**src/hw/rtl/wsfp_pkg.sv**
```systemverilog
// Shared types and codes for the WebSocket frame parser.
// Holds the result record and the result kind codes; no dependencies.
package wsfp_pkg;

  // Result kinds carried on the result channel's tuser.
  localparam logic [1:0] KIND_HEADER  = 2'd0;
  localparam logic [1:0] KIND_PAYLOAD = 2'd1;
  localparam logic [1:0] KIND_ERROR   = 2'd2;

  // Widths of the stream words.
  localparam int unsigned IN_DATA_W  = 8;
  localparam int unsigned OUT_DATA_W = 120;
  localparam int unsigned OUT_USER_W = 2;

  // One parsed result as it travels from the parser to the result register.
  typedef struct packed {
    logic [1:0]  kind;
    logic        fin;
    logic        rsv1;
    logic        rsv2;
    logic        rsv3;
    logic [3:0]  frame_opcode;
    logic        masked;
    logic [63:0] body_len;
    logic [31:0] mask_key;
    logic [7:0]  payload_byte;
    logic        last;
  } res_t;

endpackage

```
**src/hw/rtl/wsfp_in_reg.sv**
```systemverilog
// Input register stage of the WebSocket frame parser.
// Holds one stream byte until the parser takes it; uses wsfp_pkg.
module wsfp_in_reg
  import wsfp_pkg::*;
(
  input  logic                 clk,
  input  logic                 rst_n,
  input  logic                 in_tvalid,
  output logic                 in_tready,
  input  logic [IN_DATA_W-1:0] in_tdata,
  input  logic                 take,
  output logic                 vld,
  output logic [IN_DATA_W-1:0] data
);

  logic                 vld_r;
  logic [IN_DATA_W-1:0] data_r;

  // A new request may enter when the stage is empty or being drained now.
  assign in_tready = !vld_r || take;
  assign vld       = vld_r;
  assign data      = data_r;

  // Valid flag of the held byte.
  always_ff @(posedge clk) begin
    if (!rst_n) begin
      vld_r <= 1'b0;
    end else if (in_tvalid && in_tready) begin
      vld_r <= 1'b1;
    end else if (take) begin
      vld_r <= 1'b0;
    end
  end

  // Byte payload, no reset needed.
  always_ff @(posedge clk) begin
    if (in_tvalid && in_tready) begin
      data_r <= in_tdata;
    end
  end

endmodule

```
**src/hw/rtl/wsfp_parse.sv**
```systemverilog
// Frame decoder of the WebSocket frame parser: header state and payload unmasking.
// Consumes one byte per step and forms at most one result; uses wsfp_pkg.
module wsfp_parse
  import wsfp_pkg::*;
(
  input  logic                 clk,
  input  logic                 rst_n,
  input  logic                 step,
  input  logic [IN_DATA_W-1:0] data,
  output logic                 res_vld,
  output res_t                 res
);

  // Parse phases.
  localparam logic [2:0] PH_FIRST   = 3'd0;
  localparam logic [2:0] PH_SECOND  = 3'd1;
  localparam logic [2:0] PH_EXTLEN  = 3'd2;
  localparam logic [2:0] PH_KEY     = 3'd3;
  localparam logic [2:0] PH_PAYLOAD = 3'd4;

  // Accepted opcodes.
  localparam logic [3:0] OP_CONT  = 4'h0;
  localparam logic [3:0] OP_TEXT  = 4'h1;
  localparam logic [3:0] OP_BIN   = 4'h2;
  localparam logic [3:0] OP_CLOSE = 4'h8;
  localparam logic [3:0] OP_PING  = 4'h9;
  localparam logic [3:0] OP_PONG  = 4'hA;

  // Short length codes that select an extended length.
  localparam logic [6:0] LEN_EXT16 = 7'd126;
  localparam logic [6:0] LEN_EXT64 = 7'd127;

  // Header bits: [8] fin, [7:5] rsv1..3, [4:1] opcode, [0] mask.
  logic [2:0]  phase_r,  phase_nxt;
  logic [3:0]  cnt_r,    cnt_nxt;
  logic [8:0]  hb_r,     hb_nxt;
  logic [63:0] len_r,    len_nxt;
  logic [31:0] key_r,    key_nxt;
  logic [63:0] rem_r,    rem_nxt;
  logic [1:0]  kpos_r,   kpos_nxt;

  logic        do_finish;
  logic [8:0]  fin_hb;
  logic [63:0] fin_len;
  logic [31:0] fin_key;
  logic        fin_last;
  logic [3:0]  op;
  logic        op_ok;
  logic [7:0]  kb;

  function automatic res_t make_res(input logic [1:0] kind, input logic [8:0] hb,
                                    input logic [63:0] len, input logic [31:0] key,
                                    input logic [7:0] pbyte, input logic last);
    res_t r;
    r.kind           = kind;
    r.fin            = hb[8];
    r.rsv1           = hb[7];
    r.rsv2           = hb[6];
    r.rsv3           = hb[5];
    r.frame_opcode   = hb[4:1];
    r.masked         = hb[0];
    r.body_len       = len;
    r.mask_key       = hb[0] ? key : 32'd0;
    r.payload_byte   = pbyte;
    r.last           = last;
    return r;
  endfunction

  assign op    = data[3:0];
  assign op_ok = (op == OP_CONT) || (op == OP_TEXT) || (op == OP_BIN) ||
                 (op == OP_CLOSE) || (op == OP_PING) || (op == OP_PONG);

  // Key byte for the current payload position, first key byte first.
  always_comb begin
    case (kpos_r)
      2'd0:    kb = key_r[31:24];
      2'd1:    kb = key_r[23:16];
      2'd2:    kb = key_r[15:8];
      default: kb = key_r[7:0];
    endcase
  end

  // Next state and result for the byte taken in this step.
  always_comb begin
    phase_nxt = phase_r;
    cnt_nxt   = cnt_r;
    hb_nxt    = hb_r;
    len_nxt   = len_r;
    key_nxt   = key_r;
    rem_nxt   = rem_r;
    kpos_nxt  = kpos_r;
    res_vld   = 1'b0;
    res       = '0;
    do_finish = 1'b0;
    fin_hb    = hb_r;
    fin_len   = len_r;
    fin_key   = key_r;

    case (phase_r)
      PH_SECOND: begin
        hb_nxt  = {hb_r[8:1], data[7]};
        key_nxt = 32'd0;
        len_nxt = 64'd0;
        if (data[6:0] == LEN_EXT16) begin
          cnt_nxt   = 4'd2;
          phase_nxt = PH_EXTLEN;
        end else if (data[6:0] == LEN_EXT64) begin
          cnt_nxt   = 4'd8;
          phase_nxt = PH_EXTLEN;
        end else begin
          len_nxt = {57'd0, data[6:0]};
          if (data[7]) begin
            cnt_nxt   = 4'd4;
            phase_nxt = PH_KEY;
          end else begin
            do_finish = 1'b1;
            fin_hb    = hb_nxt;
            fin_len   = len_nxt;
            fin_key   = 32'd0;
          end
        end
      end
      PH_EXTLEN: begin
        len_nxt = {len_r[55:0], data};
        cnt_nxt = cnt_r - 4'd1;
        if (cnt_nxt == 4'd0) begin
          if (hb_r[0]) begin
            cnt_nxt   = 4'd4;
            phase_nxt = PH_KEY;
          end else begin
            do_finish = 1'b1;
            fin_len   = len_nxt;
          end
        end
      end
      PH_KEY: begin
        key_nxt = {key_r[23:0], data};
        cnt_nxt = cnt_r - 4'd1;
        if (cnt_nxt == 4'd0) begin
          do_finish = 1'b1;
          fin_key   = key_nxt;
        end
      end
      PH_PAYLOAD: begin
        rem_nxt  = rem_r - 64'd1;
        res_vld  = 1'b1;
        res      = make_res(KIND_PAYLOAD, hb_r, len_r, key_r,
                            data ^ (hb_r[0] ? kb : 8'd0), rem_nxt == 64'd0);
        kpos_nxt = kpos_r + 2'd1;
        if (rem_nxt == 64'd0) begin
          phase_nxt = PH_FIRST;
        end
      end
      default: begin
        // First header byte; a rejected opcode reports an error and restarts.
        if (!op_ok) begin
          res_vld   = 1'b1;
          res       = make_res(KIND_ERROR, {data[7:4], op, 1'b0}, 64'd0, 32'd0,
                               8'd0, 1'b1);
          phase_nxt = PH_FIRST;
        end else begin
          hb_nxt    = {data[7:4], op, 1'b0};
          phase_nxt = PH_SECOND;
        end
      end
    endcase

    // Header complete: report it and move on to the payload or the next frame.
    fin_last = (fin_len == 64'd0);
    if (do_finish) begin
      res_vld = 1'b1;
      res     = make_res(KIND_HEADER, fin_hb, fin_len, fin_key, 8'd0, fin_last);
      if (fin_last) begin
        phase_nxt = PH_FIRST;
      end else begin
        rem_nxt   = fin_len;
        kpos_nxt  = 2'd0;
        phase_nxt = PH_PAYLOAD;
      end
    end
  end

  // Parser state, advanced once per byte taken.
  always_ff @(posedge clk) begin
    if (!rst_n) begin
      phase_r <= PH_FIRST;
      cnt_r   <= 4'd0;
      hb_r    <= 9'd0;
      len_r   <= 64'd0;
      key_r   <= 32'd0;
      rem_r   <= 64'd0;
      kpos_r  <= 2'd0;
    end else if (step) begin
      phase_r <= phase_nxt;
      cnt_r   <= cnt_nxt;
      hb_r    <= hb_nxt;
      len_r   <= len_nxt;
      key_r   <= key_nxt;
      rem_r   <= rem_nxt;
      kpos_r  <= kpos_nxt;
    end
  end

endmodule

```
**src/hw/rtl/wsfp_out_reg.sv**
```systemverilog
// Result register of the WebSocket frame parser.
// Packs one result into the stream word and holds it until taken; uses wsfp_pkg.
module wsfp_out_reg
  import wsfp_pkg::*;
(
  input  logic                  clk,
  input  logic                  rst_n,
  input  logic                  load,
  input  res_t                  res,
  output logic                  can_load,
  output logic                  out_tvalid,
  input  logic                  out_tready,
  output logic [OUT_DATA_W-1:0] out_tdata,
  output logic [OUT_USER_W-1:0] out_tuser,
  output logic                  out_tlast
);

  logic                  vld_r;
  logic [OUT_DATA_W-1:0] data_r;
  logic [OUT_USER_W-1:0] user_r;
  logic                  last_r;

  // The register may be refilled when empty or when its request leaves now.
  assign can_load   = !vld_r || out_tready;
  assign out_tvalid = vld_r;
  assign out_tdata  = data_r;
  assign out_tuser  = user_r;
  assign out_tlast  = last_r;

  always_ff @(posedge clk) begin
    if (!rst_n) begin
      vld_r <= 1'b0;
    end else if (load) begin
      vld_r <= 1'b1;
    end else if (out_tready) begin
      vld_r <= 1'b0;
    end
  end

  // Pack the fields from the lowest bit up, zero fill to whole bytes.
  always_ff @(posedge clk) begin
    if (load) begin
      data_r <= {7'd0, res.payload_byte, res.mask_key, res.body_len, res.masked,
                 res.frame_opcode, res.rsv3, res.rsv2, res.rsv1, res.fin};
      user_r <= res.kind;
      last_r <= res.last;
    end
  end

endmodule

```
**src/hw/rtl/websocket_frame_parser_unit.sv**
```systemverilog
// WebSocket (RFC 6455) frame parser, top level. Bytes enter one per request on the
// input stream and wait in the input register; each is then decoded and its result, if
// any, loaded into the result register, so the block takes one byte per clock while the
// result register can be loaded. That rate is set by the single decode step between the
// input and result registers, which carries the header state, the 64-bit remaining-length
// count and the key index. Header and error results come out once per frame; payload bytes
// come out unmasked. Uses wsfp_pkg, wsfp_in_reg, wsfp_parse and wsfp_out_reg.
module websocket_frame_parser_unit
  import wsfp_pkg::*;
(
  input  logic                  clk,
  input  logic                  rst_n,
  input  logic                  in_tvalid,
  output logic                  in_tready,
  input  logic [IN_DATA_W-1:0]  in_tdata,   // [7:0] data_byte
  output logic                  out_tvalid,
  input  logic                  out_tready,
  // [0] fin, [1] rsv1, [2] rsv2, [3] rsv3, [7:4] frame_opcode, [8] masked,
  // [72:9] body_len, [104:73] mask_key, [112:105] payload_byte, [119:113] zero
  output logic [OUT_DATA_W-1:0] out_tdata,
  output logic [OUT_USER_W-1:0] out_tuser,  // [1:0] kind
  output logic                  out_tlast   // last
);

  logic                 byte_vld;
  logic [IN_DATA_W-1:0] byte_data;
  logic                 can_load;
  logic                 step;
  logic                 res_vld;
  res_t                 res;

  // A held byte is parsed whenever the result register can take its outcome.
  assign step = byte_vld && can_load;

  wsfp_in_reg u_in_reg (
    .clk       (clk),
    .rst_n     (rst_n),
    .in_tvalid (in_tvalid),
    .in_tready (in_tready),
    .in_tdata  (in_tdata),
    .take      (step),
    .vld       (byte_vld),
    .data      (byte_data)
  );

  wsfp_parse u_parse (
    .clk     (clk),
    .rst_n   (rst_n),
    .step    (step),
    .data    (byte_data),
    .res_vld (res_vld),
    .res     (res)
  );

  wsfp_out_reg u_out_reg (
    .clk        (clk),
    .rst_n      (rst_n),
    .load       (step && res_vld),
    .res        (res),
    .can_load   (can_load),
    .out_tvalid (out_tvalid),
    .out_tready (out_tready),
    .out_tdata  (out_tdata),
    .out_tuser  (out_tuser),
    .out_tlast  (out_tlast)
  );

endmodule
```
**config.mk**
```make
export PLATFORM = sky130hd
export DESIGN_NAME = websocket_frame_parser_unit
export DESIGN_NICKNAME = d
export VERILOG_FILES = /design/src/hw/rtl/wsfp_pkg.sv /design/src/hw/rtl/wsfp_in_reg.sv /design/src/hw/rtl/wsfp_parse.sv /design/src/hw/rtl/wsfp_out_reg.sv /design/src/hw/rtl/websocket_frame_parser_unit.sv
export SDC_FILE = /design/constraint.sdc
export NUM_CORES = 1
export LEC_CHECK = 0
export BUFFER_PORTS_ARGS = -buffer_cell sky130_fd_sc_hd__buf_2
export CORE_MARGIN = 4
export CORE_UTILIZATION = 60
export DETAILED_ROUTE_END_ITERATION = 8
export HOLD_SLACK_MARGIN = 0.12
export PLACE_DENSITY = 0.84
export SLEW_MARGIN = 20
export SYNTH_ARGS = -nofsm -noshare
export SYNTH_HDL_FRONTEND = slang
export SYNTH_HIERARCHICAL = 1
export SYNTH_SLANG_ARGS = --single-unit
```
**constraint.sdc**
```tcl
create_clock -name clk -period 6.2 [get_ports clk]
set_input_delay 0.62 -clock clk [delete_from_list [all_inputs] [get_ports clk]]
set_output_delay 0.62 -clock clk [all_outputs]
set_load 0.03 [all_outputs]
```
==> qor.json <==
{
  "ctsHtreeMaxLevel": 1,
  "final_max_slew_viol_count": 0,
  "flow.area_growth_from_synthesis_pct": 10.02,
  "stdcell_count": 2209,
  "worstSkewPairLatency_ps": 590,
  "crit_path_max_fanout": 38,
  "ctsResizeCount": 0,
  "core-area_um2": 26210,
  "die_height_um": 171.9,
  "post-route-drc-count": 0,
  "filler_cell_count": 2034,
  "dr_total_vias": 15200,
  "crit_path_top_delay_cell": "sky130_fd_sc_hd__o21ai_4",
  "synth_enable_flop_cells": 124,
  "overflow": 0,
  "critical_path.max_stage_delay_ps": 690,
  "number_of_antenna_violations_at_the_first_check_in_global_routing": 1,
  "clock_tree_from_tritoncts": "yes",
  "top_reg_cell_synth": "sky130_fd_sc_hd__dfxtp_1",
  "grtUsageTotal_pct": 33.78,
  "gp_congestion": 1.005,
  "synth_area_leader_cell": "sky130_fd_sc_hd__edfxtp_1",
  "mapped_cells": 1842,
  "yosys-top-cells-area": "sky130_fd_sc_hd__edfxtp_1 (23%), sky130_fd_sc_hd__dfxtp_1 (22%), sky130_fd_sc_hd__nor2_1 (5.4%), sky130_fd_sc_hd__a22oi_1 (4.9%), sky130_fd_sc_hd__nand2_1 (3.8%)",
  "ff2ff_setup_slack_ps": 1210,
  "cts_hold_buffers": 0,
  "floorplan.initialDensity_pct": 61.49,
  "area.sequential_um2": 7327,
  "hp-class": "input pin to flop",
  "dr.first_iter.drc_count": 2522,
  "route.final.wire_length_um": 51600,
  "numCtsBuffers": 31,
  "post_dp_cell_area_um2": 16660,
  "cellPowerDensity_nw_per_um2": 267.1,
  "synth_area_per_cell_um2": 8.748,
  "netlist.area_leader.share_pct": 23.11,
  "register_clock_pin_slew_on_the_reported_worst_setup_and_hold_paths_ps": 70,
  "post_drt_via_cell_ratio": 6.881,
  "timing_worst_slew_pin_value_ps": 1131,
  "final_min_period_over_clock_period_pct": 80.47,
  "cp_common_cell": "sky130_fd_sc_hd__o21ai_0",
  "io_buffers": 129,
  "report.final.setup_viol": 0,
  "mapped_cell_area_um2": 16110,
  "layout-drive-gt1-share_pct": 13.45,
  "final_design_area_no_fill_um2": 17730,
  "cts_post_setup_buffers_inserted": 0,
  "postSynthRegisterBits": 304,
  "final_antenna_net_count": 0,
  "detailed_place_hpwl_um": 35100,
  "ir_worst_vdd_uv": 222.0,
  "clock_path_buffers": 3,
  "yosys_warnings": 6,
  "end_kind": "flop",
  "critical_path_arrival_ps": 5470,
  "grt_start_max_net_pins": 118,
  "clkSinkCount": 304,
  "grt_pass1_vias": 13860,
  "grt_setup_unrepaired": "false",
  "route.detailed.wl_per_inst_um": 23.36,
  "synth_seq_area_share_pct": 45.47,
  "grt_pass1_wl_um": 79540,
  "outcome": "completed",
  "drv_cap": 0,
  "distinct_cell_type_count_of_the_synthesized_netlist": 90,
  "fin_worst_skew_ps": 25.64,
  "cp-start-kind": "flop",
  "power.leakage_uw": 0.006884,
  "totalNegativeSetupSlack_ps": 0,
  "finish.net_count": 1869,
  "post-place-cells": 2151,
  "die_w_um": 171.9,
  "number_of_inserted_diodes": 0,
  "placement_rows": 59,
  "total_area_of_multi_input_combinational_cells_um2": 8039,
  "num_io_pins": 137,
  "criticalPathCategory": "flop to flop",
  "floorplan.die_area_um2": 29540,
  "hold_viol": 0,
  "slew_headroom_pct": 24.62,
  "clock-root-buffer": "sky130_fd_sc_hd__clkbuf_16",
  "fmax_mhz": 200.4,
  "async_flop_share_pct": 0,
  "required_ps": 6680,
  "post-route-min-period_ps": 4989,
  "critical_path.cell_chain": "nor3b_2 -> o21ai_0 -> or2_1 -> nand2_1 -> o21ai_0 -> a211o_1 -> or4_1 -> o21ai_4 -> buf_12 -> o311ai_1 -> a31oi_1",
  "drt_pass1_iterations": 6
}
## report_power, final
part           switching [uW]  internal [uW]  leakage, uW
logic                     423            195      0.00373
clock network             803           1120     0.000524
registers                47.9           2140      0.00263
total                    1270           3460      0.00688
## synth_stat cells (5+ instances only)
cell / count
sky130_fd_sc_hd__a21o_1: 55
sky130_fd_sc_hd__a21oi_1: 91
sky130_fd_sc_hd__a222oi_1: 8
sky130_fd_sc_hd__a22o_1: 45
sky130_fd_sc_hd__a22oi_1: 106
sky130_fd_sc_hd__a31oi_1: 53
sky130_fd_sc_hd__and2_1: 6
sky130_fd_sc_hd__and3_1: 16
sky130_fd_sc_hd__buf_1: 20
sky130_fd_sc_hd__buf_2: 18
sky130_fd_sc_hd__buf_4: 7
sky130_fd_sc_hd__clkbuf_1: 128
sky130_fd_sc_hd__dfxtp_1: 180
sky130_fd_sc_hd__edfxtp_1: 124
sky130_fd_sc_hd__ha_1: 8
sky130_fd_sc_hd__inv_1: 23
sky130_fd_sc_hd__mux2i_1: 24
sky130_fd_sc_hd__nand2_1: 161
sky130_fd_sc_hd__nand2b_1: 34
sky130_fd_sc_hd__nand3_1: 62
sky130_fd_sc_hd__nand3b_1: 9
sky130_fd_sc_hd__nand4_1: 17
sky130_fd_sc_hd__nand4b_1: 5
sky130_fd_sc_hd__nor2_1: 231
sky130_fd_sc_hd__nor2b_1: 14
sky130_fd_sc_hd__nor3_1: 41
sky130_fd_sc_hd__nor3b_1: 8
sky130_fd_sc_hd__nor4_1: 34
sky130_fd_sc_hd__o211ai_1: 32
sky130_fd_sc_hd__o21a_1: 8
sky130_fd_sc_hd__o21ai_0: 91
sky130_fd_sc_hd__o22ai_1: 7
sky130_fd_sc_hd__o311ai_1: 5
sky130_fd_sc_hd__or2_2: 21
sky130_fd_sc_hd__or3_1: 18
sky130_fd_sc_hd__or4_1: 11
sky130_fd_sc_hd__xnor2_1: 13
sky130_fd_sc_hd__xor2_1: 21
## final cells by class
cell class	instances	area share (%)
multi-input combinational	1344	45.35
sequential	304	41.33
clock buffer	44	5.230
timing repair buffer	145	4.460
tap	335	2.364
clock inverter	14	0.7693
inverter	23	0.5011
## critical path: cells and delay by family, from the launching register on
kind	cells	cell delay [ps]
compound gates	6	1720
buf+inv	1	290
flops	1	640
simple gates	4	2160
## layout by cell type (no fill, tap or decap), types with 41 or more instances in the layout
cell	Yosys	routed
sky130_fd_sc_hd__dfxtp_1	180	180
sky130_fd_sc_hd__a31oi_1	53	52
sky130_fd_sc_hd__nor2_1	231	229
sky130_fd_sc_hd__nor3_1	41	41
sky130_fd_sc_hd__a21oi_1	91	91
sky130_fd_sc_hd__nand3_1	62	62
sky130_fd_sc_hd__a21o_1	55	55
sky130_fd_sc_hd__o21ai_0	91	91
sky130_fd_sc_hd__edfxtp_1	124	124
sky130_fd_sc_hd__nand2_1	161	161
sky130_fd_sc_hd__buf_2	18	129
sky130_fd_sc_hd__a22oi_1	106	106
sky130_fd_sc_hd__a22o_1	45	45
## state kept, by name, indices dropped and copies added, names as in the netlist
signal and flops:
u_in_reg/data 8, u_in_reg/vld 1, u_out_reg/out_tdata 113, u_out_reg/out_tlast 1, u_out_reg/out_tuser 2, u_out_reg/out_tvalid 1, u_parse/cnt_r 4, u_parse/hb_r 9
u_parse/key_r 32, u_parse/kpos_r 2, u_parse/len_r 64, u_parse/phase_r 3, u_parse/rem_r 64
## cells by family after synthesis
family | after synthesis | share of synthesized area, %
XOR/XNOR | 34 | 1.848
AO/OA/AOI/OAI | 553 | 23.33
adder cells (fa/ha/maj) | 8 | 0.6212
multiplexers | 25 | 1.561
AND/OR/NAND/NOR | 717 | 22.12
other | 1 | 0.02327
flip-flops | 304 | 45.47
buffers and inverters | 200 | 5.031
## path summary, 6_finish.rpt
check / from / endpoint / cells past startpoint
worst max-delay path: u_parse/phase_r[0] / u_parse/rem_r[48] / 11
worst min-delay path: in_tdata[7] / u_in_reg/data[7] / 1
worst max register to register: u_parse/phase_r[0] / u_parse/rem_r[48] / 11
worst min register to register: u_out_reg/out_tvalid / u_out_reg/out_tvalid / 2
## per-layer routing
layer / GRT usage (%) / up-vias / wire length [um]
li1: - / 6786 / -
met1: 45.52 / 7126 / 20060
met4: 15.48 / 2 / 2994
met2: 53.64 / 1079 / 23030
met3: 5.716 / 207 / 5513
met5: 0 / - / 13
## per-stage QoR
stage	setup WS, ps	total power [uW]	hold slack (ps)	util, %
floorplan	1225	2688	463.5	-
global placement	1713	2822	476.7	63.58
detailed placement	1487	2835	488.4	63.58
CTS	1440	4733	196.2	67.63
global route	1002	4889	186.6	67.65
finish	1211	4736	205.9	67.65
No activity file was read; power rests on OpenSTA's default activity.
